[config.mk]
export PLATFORM = sky130hd
export DESIGN_NAME = bf3_mean
export DESIGN_NICKNAME = d
export VERILOG_FILES = /design/src/bf3_pkg.sv /design/src/bf3_mean.sv
export SDC_FILE = /design/constraint.sdc
export NUM_CORES = 2
export LEC_CHECK = 0
export BUFFER_PORTS_ARGS = -buffer_cell sky130_fd_sc_hd__buf_2
export CORE_MARGIN = 3
export CORE_UTILIZATION = 26
export CTS_CLUSTER_SIZE = 25
export DETAILED_ROUTE_END_ITERATION = 10
export GPL_ROUTABILITY_DRIVEN = 0
export MAX_ROUTING_LAYER = met4
export PLACE_DENSITY = 0.46
export SLEW_MARGIN = 20
export SYNTH_ARGS = -nofsm -noshare
export SYNTH_HDL_FRONTEND = slang
export SYNTH_SLANG_ARGS = --single-unit
[constraint.sdc]
create_clock -name clock -period 9.6 [get_ports clock]
set_input_delay 0.96 -clock clock [delete_from_list [all_inputs] [get_ports clock]]
set_output_delay 0.96 -clock clock [all_outputs]
set_load 0.1 [all_outputs]
[src/bf3_pkg.sv]
`timescale 1ns / 1ps
// ----------------------------------------------------------------------------
// bf3_pkg
// Shared types and constants of the 3x3 RGB box filter.
// ----------------------------------------------------------------------------
package bf3_pkg;

   localparam int MaxSide = 1024;
   localparam int ColW    = $clog2(MaxSide);
   localparam int SideW   = 11;
   localparam int PixW    = 16;
   localparam int RowSumW = PixW + 2;
   localparam int SumW    = PixW + 4;

   localparam logic [SideW-1:0] SideReset = 11'd512;
   localparam logic [SideW-1:0] SideMin   = 11'd2;
   localparam logic [SideW-1:0] SideMax   = SideW'(MaxSide);

   // mean = (sum * Recip) >> RecipShift, exact for all sums of up to nine pixels
   localparam int RecipShift = SumW + 4;
   localparam int RecipW     = RecipShift - 1;
   localparam int ProdW      = SumW + RecipW;
   localparam logic [RecipW-1:0] Recip4 = RecipW'((64'd1 << RecipShift) / 4);
   localparam logic [RecipW-1:0] Recip6 = RecipW'(((64'd1 << RecipShift) + 5) / 6);
   localparam logic [RecipW-1:0] Recip9 = RecipW'(((64'd1 << RecipShift) + 8) / 9);

   typedef struct packed {
      logic [PixW-1:0] red;
      logic [PixW-1:0] green;
      logic [PixW-1:0] blue;
   } pixel_type;

   typedef struct packed {
      pixel_type older;
      pixel_type newer;
   } row_pair_type;

   typedef struct packed {
      logic [RowSumW-1:0] red;
      logic [RowSumW-1:0] green;
      logic [RowSumW-1:0] blue;
   } row_sum_type;

   // border flags of the output pixel being formed
   typedef struct packed {
      logic top;
      logic bottom;
      logic left;
      logic right;
      logic frame_end;
   } pos_type;

endpackage

[src/bf3_mean.sv]
`timescale 1ns / 1ps
// ----------------------------------------------------------------------------
// bf3_mean
// Row-clipped window sum, then division by the pixel count (4, 6 or 9) as a
// multiply by a reciprocal. The product register is the result register.
// ----------------------------------------------------------------------------
module bf3_mean (
   input  logic                  clock,
   input  logic                  sum_en,
   input  bf3_pkg::row_sum_type  row_sum [3],
   input  bf3_pkg::pos_type      pos,
   input  logic                  mul_en,
   output logic [bf3_pkg::PixW-1:0] out_red,
   output logic [bf3_pkg::PixW-1:0] out_green,
   output logic [bf3_pkg::PixW-1:0] out_blue,
   output logic                  frame_end
);

   localparam int Lo = bf3_pkg::RecipShift;
   localparam int Hi = bf3_pkg::RecipShift + bf3_pkg::PixW - 1;

   logic [bf3_pkg::SumW-1:0]   sum_red_in, sum_green_in, sum_blue_in;
   logic [bf3_pkg::SumW-1:0]   sum_red_ff, sum_green_ff, sum_blue_ff;
   logic [bf3_pkg::RecipW-1:0] recip_in, recip_ff;
   logic                       fend_ff;
   logic [bf3_pkg::ProdW-1:0]  prod_red_ff, prod_green_ff, prod_blue_ff;
   logic                       fend_out_ff;
   logic                       row_clip, col_clip;

   always_comb begin
      sum_red_in   = bf3_pkg::SumW'(row_sum[1].red)
         + (pos.top    ? '0 : bf3_pkg::SumW'(row_sum[0].red))
         + (pos.bottom ? '0 : bf3_pkg::SumW'(row_sum[2].red));
      sum_green_in = bf3_pkg::SumW'(row_sum[1].green)
         + (pos.top    ? '0 : bf3_pkg::SumW'(row_sum[0].green))
         + (pos.bottom ? '0 : bf3_pkg::SumW'(row_sum[2].green));
      sum_blue_in  = bf3_pkg::SumW'(row_sum[1].blue)
         + (pos.top    ? '0 : bf3_pkg::SumW'(row_sum[0].blue))
         + (pos.bottom ? '0 : bf3_pkg::SumW'(row_sum[2].blue));
      row_clip = pos.top || pos.bottom;
      col_clip = pos.left || pos.right;
      if (row_clip && col_clip) begin
         recip_in = bf3_pkg::Recip4;
      end else if (row_clip || col_clip) begin
         recip_in = bf3_pkg::Recip6;
      end else begin
         recip_in = bf3_pkg::Recip9;
      end
   end

   always_ff @(posedge clock) begin
      if (sum_en) begin
         sum_red_ff   <= sum_red_in;
         sum_green_ff <= sum_green_in;
         sum_blue_ff  <= sum_blue_in;
         recip_ff     <= recip_in;
         fend_ff      <= pos.frame_end;
      end
      if (mul_en) begin
         prod_red_ff   <= bf3_pkg::ProdW'(sum_red_ff)   * bf3_pkg::ProdW'(recip_ff);
         prod_green_ff <= bf3_pkg::ProdW'(sum_green_ff) * bf3_pkg::ProdW'(recip_ff);
         prod_blue_ff  <= bf3_pkg::ProdW'(sum_blue_ff)  * bf3_pkg::ProdW'(recip_ff);
         fend_out_ff   <= fend_ff;
      end
   end

   assign out_red   = prod_red_ff[Hi:Lo];
   assign out_green = prod_green_ff[Hi:Lo];
   assign out_blue  = prod_blue_ff[Hi:Lo];
   assign frame_end = fend_out_ff;

endmodule

==> impl_metrics.json <==
{
  "synth_async_sr_flop_share_pct": 0,
  "seqCellArea_um2": 3420,
  "fin_crit_ps": 8060,
  "hold_violations": 0,
  "cp_slowest_cell": "edfxtp_1",
  "synth-edff-count": 114,
  "rsz0062_at_grt": "no",
  "antenna_left": 0,
  "cts-buffers-inserted": 17,
  "antenna_found_initial": 3,
  "path_class": "reg -> reg",
  "worstHoldStart": "fend_ff$_DFFE_PP_",
  "port_buffers": 218,
  "worstMarginPinSlew_ps": 1030,
  "netlist_area_um2": 35800,
  "crit_family": "adder cells",
  "grt_pass1_vias": 25978,
  "slew_viol_final": 0,
  "worst_setup_path_start_kind": "register",
  "synth_cell_types": 66,
  "fin_setup_tns_ps": 0,
  "dieArea_um2": 142000,
  "cts_tree": "done",
  "wire_per_inst_um": 17.9,
  "drtPass1Iterations": 5,
  "endpoint_kind": "register",
  "ctsResizeCount": 0,
  "r2r_slack_ps": 1540,
  "required_ps": 9850,
  "post_cts.repair.setup_buffers": 0,
  "num_rows": 135,
  "finalCritPeriodShare_pct": 84.0,
  "start_util_pct": 26.3,
  "dr_total_vias": 23721,
  "htreeDepth": 4,
  "grt-ovfl-total": 0,
  "crit_arrival_ps": 8310,
  "cpPeakStageDelay_ps": 1000,
  "yosys.area.top_type": "fa_1",
  "coreArea_um2": 136000,
  "drc": 0,
  "final-setup-viol-count": 0,
  "max-clock-path-buffers": 2,
  "clock-root-buffer": "clkbuf_16",
  "nets": 5304,
  "clock_latency_ps": 510,
  "viasPerCell": 4.21,
  "ys_seq_area_share_pct": 9.57,
  "status": "complete, no violations",
  "ys_ff_latch": 114,
  "avgSynthCellArea_um2": 9.84,
  "clkTransAtPathRegs_ps": 60,
  "drt-initial-drc-count": 1194,
  "grt_usage_pct": 15.1,
  "worstPathCellList": "buf_4 -> and2_1 -> inv_1 -> fa_1 -> fa_1 -> fa_1 -> inv_1 -> fa_1 -> fa_1 -> fa_1 -> inv_1 -> fa_1 -> inv_1 -> ha_1 -> and4_1 -> nand4_1 -> nor4b_2 -> a2bb2oi_2 -> a21oi_2 -> a41oi_4 -> o21bai_1 -> a31oi_1 -> xnor2_1",
  "yosys-top-cells-area": "fa_1 39%, ha_1 21%, inv_1 12%",
  "fin_skew_ps": 12.5,
  "timing.rr.start": "recip_ff[21]$_SDFFCE_PP0P_",
  "dp_hpwl_um": 92300,
  "grt_max_degree": 66,
  "netlist_instances": 3635,
  "die_y_um": 377,
  "cp_common_cell": "fa_1",
  "yosys.area.top_type_share_pct": 39.1,
  "fmax_mhz": 124,
  "multi_input_area_um2": 27900,
  "slew_headroom_pct": 31.1,
  "grt_pass1_wl_um": 155000,
  "fp.dieW_um": 377,
  "synth-main-ff-cell": "edfxtp_1",
  "cts_hold_buf": 0,
  "fill_cells": 14489,
  "crit_start": "recip_ff[21]$_SDFFCE_PP0P_",
  "totalWireLength_um": 101000,
  "syn_nets": 5097,
  "min_path_type": "reg -> reg",
  "ioPinCount": 219,
  "cp_num_buf_inv": 5,
  "yosys_warnings": 0,
  "crit_fanout": 41,
  "max-cap-violations": 0,
  "cts_sinks": 114,
  "drive_above_1_share_pct": 7.29,
  "syn2layout_area_growth_pct": 10.7
}
## registers in the layout, indices dropped and copies added (netlist names)
signal,count
sum_blue_ff,20
sum_green_ff,20
sum_red_ff,20
prod_blue_ff,16
prod_green_ff,16
prod_red_ff,16
recip_ff,4
fend_ff,1
frame_end,1
## layout make-up
class / count / area share [%]
antenna: 3 / 0.0189
clock buffer: 17 / 1.07
clock inverter: 14 / 0.395
inverter: 1135 / 10.8
multi-input combinational: 2346 / 70.5
sequential: 114 / 8.64
tap: 1781 / 5.62
timing repair buffer: 228 / 2.97
## cells by family (layout without fill, tap and decap cells)
| logic type | count (synthesis) | after routing | synth area share (%) |
|---|---|---|---|
| buffers and inverters | 1175 | 1394 | 12.3 |
| DFF | 114 | 114 | 9.57 |
| AOI/OAI and AO/OA | 269 | 269 | 5.10 |
| other | 0 | 3 | 0 |
| adders and majority gates | 1292 | 1292 | 59.8 |
| and+or+nand+nor | 631 | 631 | 9.40 |
| xor gates and xnor gates | 154 | 154 | 3.77 |
## stage by stage
stage	std cells	setup WS, ps	area, um^2	hold slack, ps	utilization, %
floorplan	3635	2680	35800	400	-
CTS	5635	1500	39600	421	29.1
global route	5637	960	39600	431	29.1
global placement	5604	1610	39000	401	28.7
finish	5638	1540	39600	423	29.1
detailed placement	5604	1520	39000	420	28.7
## worst paths after layout
path | endpoint | cells after the start
min | frame_end$_DFFE_PP_ | 0
max reg2reg | prod_green_ff[39]$_DFFE_PP_ | 23
max | prod_green_ff[39]$_DFFE_PP_ | 23
min reg2reg | frame_end$_DFFE_PP_ | 0
## synth_stat cells, drive strengths merged (2+ instances only)
cell / instances
xnor2: 107
o21ai: 47
nand2: 161
nand3: 29
nor4: 3
fa: 699
nand2b: 19
nor3: 30
inv: 1135
a211oi: 15
o21a: 9
nor2b: 117
and3: 9
o22ai: 3
a31oi: 11
nand4: 11
nor2: 62
a211o: 4
nand3b: 5
xor2: 47
ha: 593
o31ai: 9
or2: 5
or3: 19
o311ai: 4
edfxtp: 114
o21bai: 11
a41oi: 2
o311a: 3
o2111ai: 4
o211ai: 8
a21o: 45
and3b: 2
a311oi: 3
and4: 5
clkbuf: 39
a21oi: 71
a21boi: 4
nor3b: 2
and2: 149
a31o: 5
## worst reg2reg max path, cell delays in order (launching register included)
cell	delay, ps
edfxtp_1	1000
buf_4	540
and2_1	340
inv_1	90
fa_1	570
fa_1	460
fa_1	540
inv_1	50
fa_1	500
fa_1	430
fa_1	490
inv_1	50
fa_1	490
inv_1	40
ha_1	320
and4_1	240
nand4_1	120
nor4b_2	260
a2bb2oi_2	110
a21oi_2	290
a41oi_4	210
o21bai_1	340
a31oi_1	160
xnor2_1	140
## placed cells by master (no fill, tap or decap), types with 5 or more instances in the layout
cell type and instances:
xor2_1 47, nand3_1 29, o21bai_1 11, nor2b_1 117, inv_1 1135, or3_1 19
a211oi_1 14, a31o_2 5, o211ai_1 8, fa_1 699, o21ai_0 43, ha_1 593
and3_1 9, nor3_1 29, and2_1 149, nand3b_1 5, clkbuf_16 17, xnor2_1 107
nand2_1 161, o21a_1 9, a21o_1 45, a31oi_1 11, buf_2 214, a21oi_1 70
nor2_1 62, nand2b_1 19, o31ai_1 7, nand4_1 11, edfxtp_1 114, and4_1 5
buf_4 14
## layer usage
metal / routed length (um) / vias up / GRT usage [%]
met5: 0 / - / -
met4: 1250 / 0 / 2.87
met3: 6620 / 56 / 3.67
met2: 43800 / 511 / 22.4
met1: 49000 / 11707 / 20.9
li1: - / 11447 / -
Power is not shown: default switching activity piles up to over one toggle a cycle in this logic, so the estimate is an artifact.
