==> config.mk <==
export PLATFORM = sky130hd
export DESIGN_NAME = bf3_window
export DESIGN_NICKNAME = d
export VERILOG_FILES = /design/src/bf3_pkg.sv /design/src/bf3_window.sv
export SDC_FILE = /design/constraint.sdc
export NUM_CORES = 1
export LEC_CHECK = 0
export BUFFER_PORTS_ARGS = -buffer_cell sky130_fd_sc_hd__buf_2
export CAP_MARGIN = 20
export CORE_ASPECT_RATIO = 1.1
export CORE_UTILIZATION = 55
export DETAILED_ROUTE_END_ITERATION = 10
export HOLD_SLACK_MARGIN = 0.08
export PLACE_DENSITY = 0.75
export SETUP_SLACK_MARGIN = 0.5
export SYNTH_ARGS = -nofsm -noshare
export SYNTH_HDL_FRONTEND = slang
export SYNTH_SLANG_ARGS = --single-unit
==> constraint.sdc <==
create_clock -name clock -period 4.65 [get_ports clock]
set_input_delay 0.93 -clock clock [delete_from_list [all_inputs] [get_ports clock]]
set_output_delay 0.93 -clock clock [all_outputs]
set_load 0.01 [all_outputs]
==> src/bf3_pkg.sv <==
`timescale 1ns / 1ps
// ----------------------------------------------------------------------------
// bf3_pkg
// Shared types and constants of the 3x3 RGB box filter.
// ----------------------------------------------------------------------------
package bf3_pkg;

   localparam int MaxSide = 1024;
   localparam int ColW    = $clog2(MaxSide);
   localparam int SideW   = 11;
   localparam int PixW    = 16;
   localparam int RowSumW = PixW + 2;
   localparam int SumW    = PixW + 4;

   localparam logic [SideW-1:0] SideReset = 11'd512;
   localparam logic [SideW-1:0] SideMin   = 11'd2;
   localparam logic [SideW-1:0] SideMax   = SideW'(MaxSide);

   // mean = (sum * Recip) >> RecipShift, exact for all sums of up to nine pixels
   localparam int RecipShift = SumW + 4;
   localparam int RecipW     = RecipShift - 1;
   localparam int ProdW      = SumW + RecipW;
   localparam logic [RecipW-1:0] Recip4 = RecipW'((64'd1 << RecipShift) / 4);
   localparam logic [RecipW-1:0] Recip6 = RecipW'(((64'd1 << RecipShift) + 5) / 6);
   localparam logic [RecipW-1:0] Recip9 = RecipW'(((64'd1 << RecipShift) + 8) / 9);

   typedef struct packed {
      logic [PixW-1:0] red;
      logic [PixW-1:0] green;
      logic [PixW-1:0] blue;
   } pixel_type;

   typedef struct packed {
      pixel_type older;
      pixel_type newer;
   } row_pair_type;

   typedef struct packed {
      logic [RowSumW-1:0] red;
      logic [RowSumW-1:0] green;
      logic [RowSumW-1:0] blue;
   } row_sum_type;

   // border flags of the output pixel being formed
   typedef struct packed {
      logic top;
      logic bottom;
      logic left;
      logic right;
      logic frame_end;
   } pos_type;

endpackage

==> src/bf3_window.sv <==
`timescale 1ns / 1ps
// ----------------------------------------------------------------------------
// bf3_window
// 3x3 window registers and the column-clipped per-row sums.
// ----------------------------------------------------------------------------
module bf3_window (
   input  logic                  clock,
   input  logic                  shift_en,
   input  bf3_pkg::pixel_type    older_pix,
   input  bf3_pkg::pixel_type    newer_pix,
   input  bf3_pkg::pixel_type    cur_pix,
   input  logic                  sum_en,
   input  bf3_pkg::pos_type      pos,
   output bf3_pkg::row_sum_type  row_sum [3],
   output bf3_pkg::pos_type      pos_out
);

   bf3_pkg::pixel_type   win_ff [3][3];
   bf3_pkg::row_sum_type row_sum_ff [3];
   bf3_pkg::row_sum_type row_sum_in [3];
   bf3_pkg::pos_type     pos_ff;

   always_ff @(posedge clock) begin
      if (shift_en) begin
         for (int r = 0; r < 3; r++) begin
            win_ff[r][0] <= win_ff[r][1];
            win_ff[r][1] <= win_ff[r][2];
         end
         win_ff[0][2] <= older_pix;
         win_ff[1][2] <= newer_pix;
         win_ff[2][2] <= cur_pix;
      end
   end

   always_comb begin
      for (int r = 0; r < 3; r++) begin
         row_sum_in[r].red   = bf3_pkg::RowSumW'(win_ff[r][1].red)
            + (pos.left  ? '0 : bf3_pkg::RowSumW'(win_ff[r][0].red))
            + (pos.right ? '0 : bf3_pkg::RowSumW'(win_ff[r][2].red));
         row_sum_in[r].green = bf3_pkg::RowSumW'(win_ff[r][1].green)
            + (pos.left  ? '0 : bf3_pkg::RowSumW'(win_ff[r][0].green))
            + (pos.right ? '0 : bf3_pkg::RowSumW'(win_ff[r][2].green));
         row_sum_in[r].blue  = bf3_pkg::RowSumW'(win_ff[r][1].blue)
            + (pos.left  ? '0 : bf3_pkg::RowSumW'(win_ff[r][0].blue))
            + (pos.right ? '0 : bf3_pkg::RowSumW'(win_ff[r][2].blue));
      end
   end

   always_ff @(posedge clock) begin
      if (sum_en) begin
         row_sum_ff <= row_sum_in;
         pos_ff     <= pos;
      end
   end

   assign row_sum = row_sum_ff;
   assign pos_out = pos_ff;

endmodule

==> flow_summary.yaml, run 1 <==
run_status:
  status: "finished, final reports clean"
global_route:
  groute.usage.overall_pct: 21.2
  antenna_found_initial: 17
  overflow: 0
  grt_first_pass_wirelength_microns: 89900
  grt_pass1_vias: 17100
  grt_max_degree: 97
logic_synthesis:
  synth.net_count: 2409
  synth_edf_count: 599
  syn-instance-count: 1969
  async_reset_ff_share_pct: 0
  seq_area_frac_synth_pct: 61.3
  avgSynthCellArea_sq_um: 14.9
  synth_cell_types: 76
  yosysWarnings: 0
  ys_ff_latch: 599
  synth_area_sq_mm: 0.0293
  synth_flop_cell: "edfxtp_1"
route:
  via_per_inst: 5.44
  drc: 0
  via_count: 16700
  drt-pass1-iter-count: 5
  wl_met1_microns: 23500
  top_layer: "met5"
  wl_per_cell_microns: 18.4
  ant_nets: 0
  drt_iter0_drc: 1004
  finalWirelength_microns: 56600
  dr_wl_met2_microns: 28300
  met3_length_microns: 2990
place:
  dp_hpwl_microns: 40200
  gp_congestion: 0.913
  dp_cells: 2947
  portBuffers: 318
floorplanning:
  rows: 88
  fp.dieW_microns: 222
  die_y_microns: 244
  core_area_sq_mm: 0.0525
  dieArea_sq_mm: 0.0543
  initial_core_util_pct: 55.9
  ios: 319
run:
  cap_violations: 0
critical_path:
  worst-r2r-cell-count: 10
  r2r_start: "win_ff[0][305]"
  required_ns: 4.98
  critPathCaptureType: "register"
  critPathArrivalTime_ns: 4.11
  cp_max_fo: 51
  reg2reg_slack_ns: 1.42
  startpoint_type: "primary input"
  setup.worst_path.class: "in -> reg"
  worstReg2RegEnd: "row_sum[35]"
pwr:
  peakVddDrop_uv: 327
  power_mw: 15.4
  powerDensity_mw_per_mm2: 453
  leakage_nw: 13.7
clock_tree:
  cts_buffers: 66
  clkSinkCount: 599
  root_buffer: "clkbuf_16"
  htreeDepth: 3
  postCtsSetupBuffers: 0
  postCtsHoldBufs: 0
  clock_latency_ns: 0.59
  cts_tree: "yes"
  cts_resized: 0
  path_clk_slew_ns: 0.06
  cts_buffer_depth: 3
final_layout:
  final_common_cell: "edfxtp_1"
  final_net_count: 2780
  layout_common_cells: "edfxtp_1 (599), buf_2 (314), nor2b_1 (247)"
  regArea_sq_mm: 0.0180
  nFillCells: 3790
  fin_cells: 3073
  multi_input_area_sq_mm: 0.0108
  final_util_pct: 64.8
  layout-drive-gt1-share_pct: 19.5
  syn_to_final_growth_pct: 16.0
timing:
  fmax_ghz: 0.264
  hold_viol: 0
  setup_viol: 0
  slew_headroom_pct: 39.6
  clock_skew_ns: 0.0156
  rsz0062_at_grt: "no"
  worstMarginPinSlew_ns: 0.905
  period_needed_ns: 3.78
  post-route-period-util_pct: 81.4
  finalMaxSlewViolations: 0
  fin_tns_setup_ns: 0
hold_path:
  hp-start: "win_ff[0][290]"
  hold_depth: 0
  hp-class: "reg -> reg"
  worstHoldEndpoint: "win_ff[0][338]"
## metal layers
layer / up-vias / track usage, %
met5: - / 0
met4: 18 / 9.01
met3: 119 / 4.37
met2: 409 / 35.6
met1: 8273 / 26.9
li1: 7906 / -
## worst max-delay path: stages
cell and delay [ns]:
buf_4 0.54, buf_4 0.34, nor2b_1 0.10, fa_1 0.51
fa_1 0.46, a211oi_2 0.23, o21bai_1 0.15, a2111oi_2 0.44
o21bai_1 0.12, a21oi_1 0.19, xnor2_1 0.08
## registers in the layout, indices dropped and copies added (netlist names)
signal / flops
win_ff: 432
row_sum: 162
pos_out: 5
## cell usage after synthesis (7+ instances only)
cell type / count / area share (%)
a211oi_1: 24 / 0.61
a21o_1: 55 / 1.4
a21oi_1: 109 / 1.9
and3_1: 7 / 0.15
clkbuf_1: 39 / 0.50
edfxtp_1: 599 / 61
fa_1: 153 / 10
ha_1: 135 / 5.8
inv_1: 95 / 1.2
nand2_1: 41 / 0.52
nand2b_1: 66 / 1.4
nand3_1: 21 / 0.36
nand4_1: 8 / 0.17
nor2_1: 68 / 0.87
nor2b_1: 247 / 5.3
nor3_1: 9 / 0.15
o21a_1: 14 / 0.36
o21ai_0: 38 / 0.65
o21ai_1: 20 / 0.34
o21bai_1: 14 / 0.36
xnor2_1: 70 / 2.1
xor2_1: 37 / 1.1
## power by group
group	internal [mW]	leakage (nW)	switching (mW)
Sequential	6.80	5.87	0.242
Combinational	1.39	6.75	1.90
Clock	3.05	1.05	2.04
## worst max path at each step
stage / cells past startpoint / slack, ns / end / startpoint
final: 11 / 0.87 / row_sum[119] / pos[1]
after global routing: 11 / 0.64 / row_sum[119] / pos[1]
after global placement: 11 / 0.32 / row_sum[119] / pos[1]
after CTS: 11 / 0.89 / row_sum[51] / pos[1]
after detailed placement: 13 / 0.25 / row_sum[51] / pos[1]
after floorplan: 14 / 0.50 / row_sum[119] / pos[1]
## through the flow
step / cell area, sq um / setup slack (ns) / hold slack (ns)
5_1_grt: 34000 / 0.643 / 0.452
2_1_floorplan: 29400 / 0.505 / 0.418
3_5_place_dp: 31900 / 0.248 / 0.425
3_3_place_gp: 31900 / 0.324 / 0.423
6_report: 34000 / 0.867 / 0.439
4_1_cts: 34000 / 0.889 / 0.443
## logic make-up (layout without fill, tap and decap cells)
group / Yosys count / after routing / synth area share [%]
flops: 599 / 599 / 61.3
simple gates: 490 / 490 / 9.48
compound gates: 347 / 347 / 7.92
fa+ha+maj: 288 / 288 / 16.2
buf+inv: 137 / 558 / 1.87
xor+xnor: 107 / 107 / 3.19
mux: 1 / 1 / 0.0341
other cells: 0 / 8 / 0
## final cells by class
cell class / count / area share, %
Sequential cell: 599 / 52.9
Multi-Input combinational cell: 1233 / 31.8
Timing Repair Buffer: 345 / 5.52
Clock buffer: 80 / 5.45
Tap cell: 675 / 2.48
Inverter: 95 / 1.05
Clock inverter: 38 / 0.809
Antenna cell: 8 / 0.0588
No activity file was read; power rests on OpenSTA's default activity.
==> run 2, diff against run 1 <==
==> constraint.sdc (replaced) <==
create_clock -name clock -period 3.5 [get_ports clock]
set_input_delay 0.7 -clock clock [delete_from_list [all_inputs] [get_ports clock]]
set_output_delay 0.7 -clock clock [all_outputs]
set_load 0.01 [all_outputs]
==> run 2 against run 1 <==
  * Critical path depth up 3
  * Flip-flop and latch count did not move
  * Worst hold slack worse by 0.16 ns
  * Cell count up 6.8%
  * Utilization up 4.8 points
  * Clock power is 38% higher
  * Combinational power increased by 63%
  * Die area stayed put
  * Clock skew is 0.0068 ns higher
  * First-iteration DRC count increased by 22%
  * Sequential power increased by 33%
  * Largest cell class unchanged
==> flow_summary.yaml, run 2 (synthesis results as in run 1) <==
final_layout:
  final_net_count: 2996
  syn_to_final_growth_pct: 24.5
  largest_register: "win_ff"
  final_util_pct: 69.6
  regArea_sq_mm: 0.0180
  layout_common_cells: "edfxtp_1 (599), buf_2 (314), nor2b_1 (228)"
  layout-drive-gt1-share_pct: 30.6
  multi_input_area_sq_mm: 0.0114
  nFillCells: 3439
  final_common_cell: "edfxtp_1"
  design_area_sq_mm: 0.0365
  largest_reg_flops: 432
critical_path:
  setup.worst_path.class: "in -> reg"
  r2r_start: "win_ff[0][273]"
  cp_max_fo: 8
  cp_common_cell: "buf_4"
  critical-path-slowest-cell: "fa_1"
  required_ns: 3.83
  cpPeakStageDelay_ns: 0.46
  startpoint: "pos[2]"
  critPathArrivalTime_ns: 3.36
  worst-r2r-cell-count: 11
  worstReg2RegEnd: "row_sum[103]"
  path_cells: "buf_12 > buf_12 > buf_4 > buf_4 > buf_4 > nor2b_1 > fa_1 > ha_1 > a21o_1 > a31oi_1 > o31ai_4 > a21o_1 > a21oi_2 > xnor2_1"
  worstSetupEndpoint: "row_sum[50]"
  startpoint_type: "primary input"
  critPathCaptureType: "register"
  reg2reg_slack_ns: 0.53
place:
  dp_hpwl_microns: 44400
  dp_slack_ns: -0.229
  portBuffers: 318
  gp_congestion: 0.913
  placed_cell_area_sq_mm: 0.0339
floorplanning:
  core_area_sq_mm: 0.0525
  rows: 88
  initial_core_util_pct: 55.9
  dieArea_sq_mm: 0.0543
  fp.dieW_microns: 222
  die_y_microns: 244
  ios: 319
global_route:
  groute.usage.overall_pct: 23.0
  overflow: 0
  antenna_found_initial: 11
  grt_max_degree: 82
  grt_first_pass_wirelength_microns: 97600
  grt_pass1_vias: 18900
timing:
  worstMarginPinSlew_ns: 0.773
  clock_skew_ns: 0.0225
  worst_slack_ns: 0.469
  fmax_ghz: 0.330
  post-route-period-util_pct: 86.6
  period_needed_ns: 3.03
  fin_hold_ws_ns: 0.275
  rsz0062_at_grt: "yes"
  hold_viol: 0
  slew_headroom_pct: 48.5
  finalMaxSlewViolations: 0
  setup_viol: 0
clock_tree:
  cts_buffer_depth: 3
  htreeDepth: 3
  clkSinkCount: 599
  postCtsHoldBufs: 0
  clock_latency_ns: 0.60
  cts_tree: "yes"
  path_clk_slew_ns: 0.06
  cts_buffers: 66
  root_buffer: "clkbuf_16"
pwr:
  pwr-share-comb_pct: 24.6
  sw_frac_of_total_pct: 27.5
  clock_power_share_pct: 32.3
  seq_power_share_pct: 43.0
  leakage_nw: 14.9
  p_int_mw: 15.8
  peakVddDrop_uv: 460
  switching_power_mw: 5.99
  powerDensity_mw_per_mm2: 596
route:
  drt-pass1-iter-count: 5
  finalWirelength_microns: 62500
  drt_iter0_drc: 1221
  wl_per_cell_microns: 19.0
  drc: 0
  via_per_inst: 5.46
  via_count: 17900
  ant_nets: 0
hold_path:
  hp-class: "in -> reg"
run:
  cap_violations: 0
run_status:
  status: "finished, final reports clean"
==> run 2: cell types whose count changed in the layout (fill, tap and decap cells not counted), moves of 10 or more <==
cell,before,now
a211oi_1,24,12
clkinv_1,17,5
ha_4,0,13
fa_2,0,10
nor2b_2,0,16
a21oi_1,109,89
fa_1,153,143
buf_12,5,18
buf_4,24,222
nor2b_1,247,228
a21oi_2,5,25
a211oi_2,2,14
ha_1,135,114
==> run 2: power groups by stage <==
stage               clock network (mW)  registers [mW]  logic, mW
floorplan                            0            9.66       2.84
global placement                     0            9.49       4.98
detailed placement                   0            9.51       5.13
CTS                               7.19            9.38       5.20
global route                      7.46            9.45       5.85
finish                            7.04            9.37       5.36
==> run 2: area by class of cell <==
class                           instances  area share [%]
Sequential cell                       599            49.2
Multi-Input combinational cell       1233            31.3
Timing Repair Buffer                  561            10.2
Clock buffer                           84            5.00
Tap cell                              675            2.31
Clock inverter                         32            1.02
Inverter                               95           0.976
Antenna cell                            3          0.0205
==> run 2: how the worst min path moves through the flow <==
| stage | startpoint | cells after the start | to | slack [ns] |
|---|---|---|---|---|
| 2_1_floorplan | win_ff[0][161] | 0 | win_ff[0][209] | 0.42 |
| 3_3_place_gp | win_ff[0][182] | 0 | win_ff[0][230] | 0.42 |
| 3_5_place_dp | win_ff[0][300] | 0 | win_ff[0][348] | 0.42 |
| 4_1_cts | newer_pix[6] | 1 | win_ff[0][150] | 0.24 |
| 5_1_grt | cur_pix[31] | 1 | win_ff[0][319] | 0.25 |
| 6_report | cur_pix[31] | 1 | win_ff[0][319] | 0.28 |
==> run 2: layer usage <==
metal / track usage, % / vias up / wire, microns
met4: 10.7 / 14 / 2330
met2: 39.4 / 502 / 31900
met1: 28.2 / 8938 / 25100
met3: 4.41 / 143 / 3130
met5: 0 / - / 88
li1: - / 8327 / -
==> run 2: worst max-delay path: cells and delay by family <==
| family | cells | cell delay [ns] |
|---|---|---|
| fa+ha+maj | 2 | 0.82 |
| buf+inv | 5 | 0.71 |
| compound gates | 5 | 0.91 |
| xor+xnor | 1 | 0.07 |
| simple gates | 1 | 0.14 |
==> run 2: metrics by stage <==
stage               setup TNS, ns  power [mW]  instances
floorplan                  -0.660        12.5       1969
global placement            -1.61        14.5       3145
detailed placement          -5.15        14.6       3145
CTS                             0        21.8       3262
global route                    0        22.8       3282
finish                          0        21.8       3282
==> run 2: timing repair <==
item,4_1_cts,5_1_grt
endpoints found under the setup margin,18,49
pin swaps,3,34
resized for setup,5,52
cloned,0,1
setup buffers,1,16
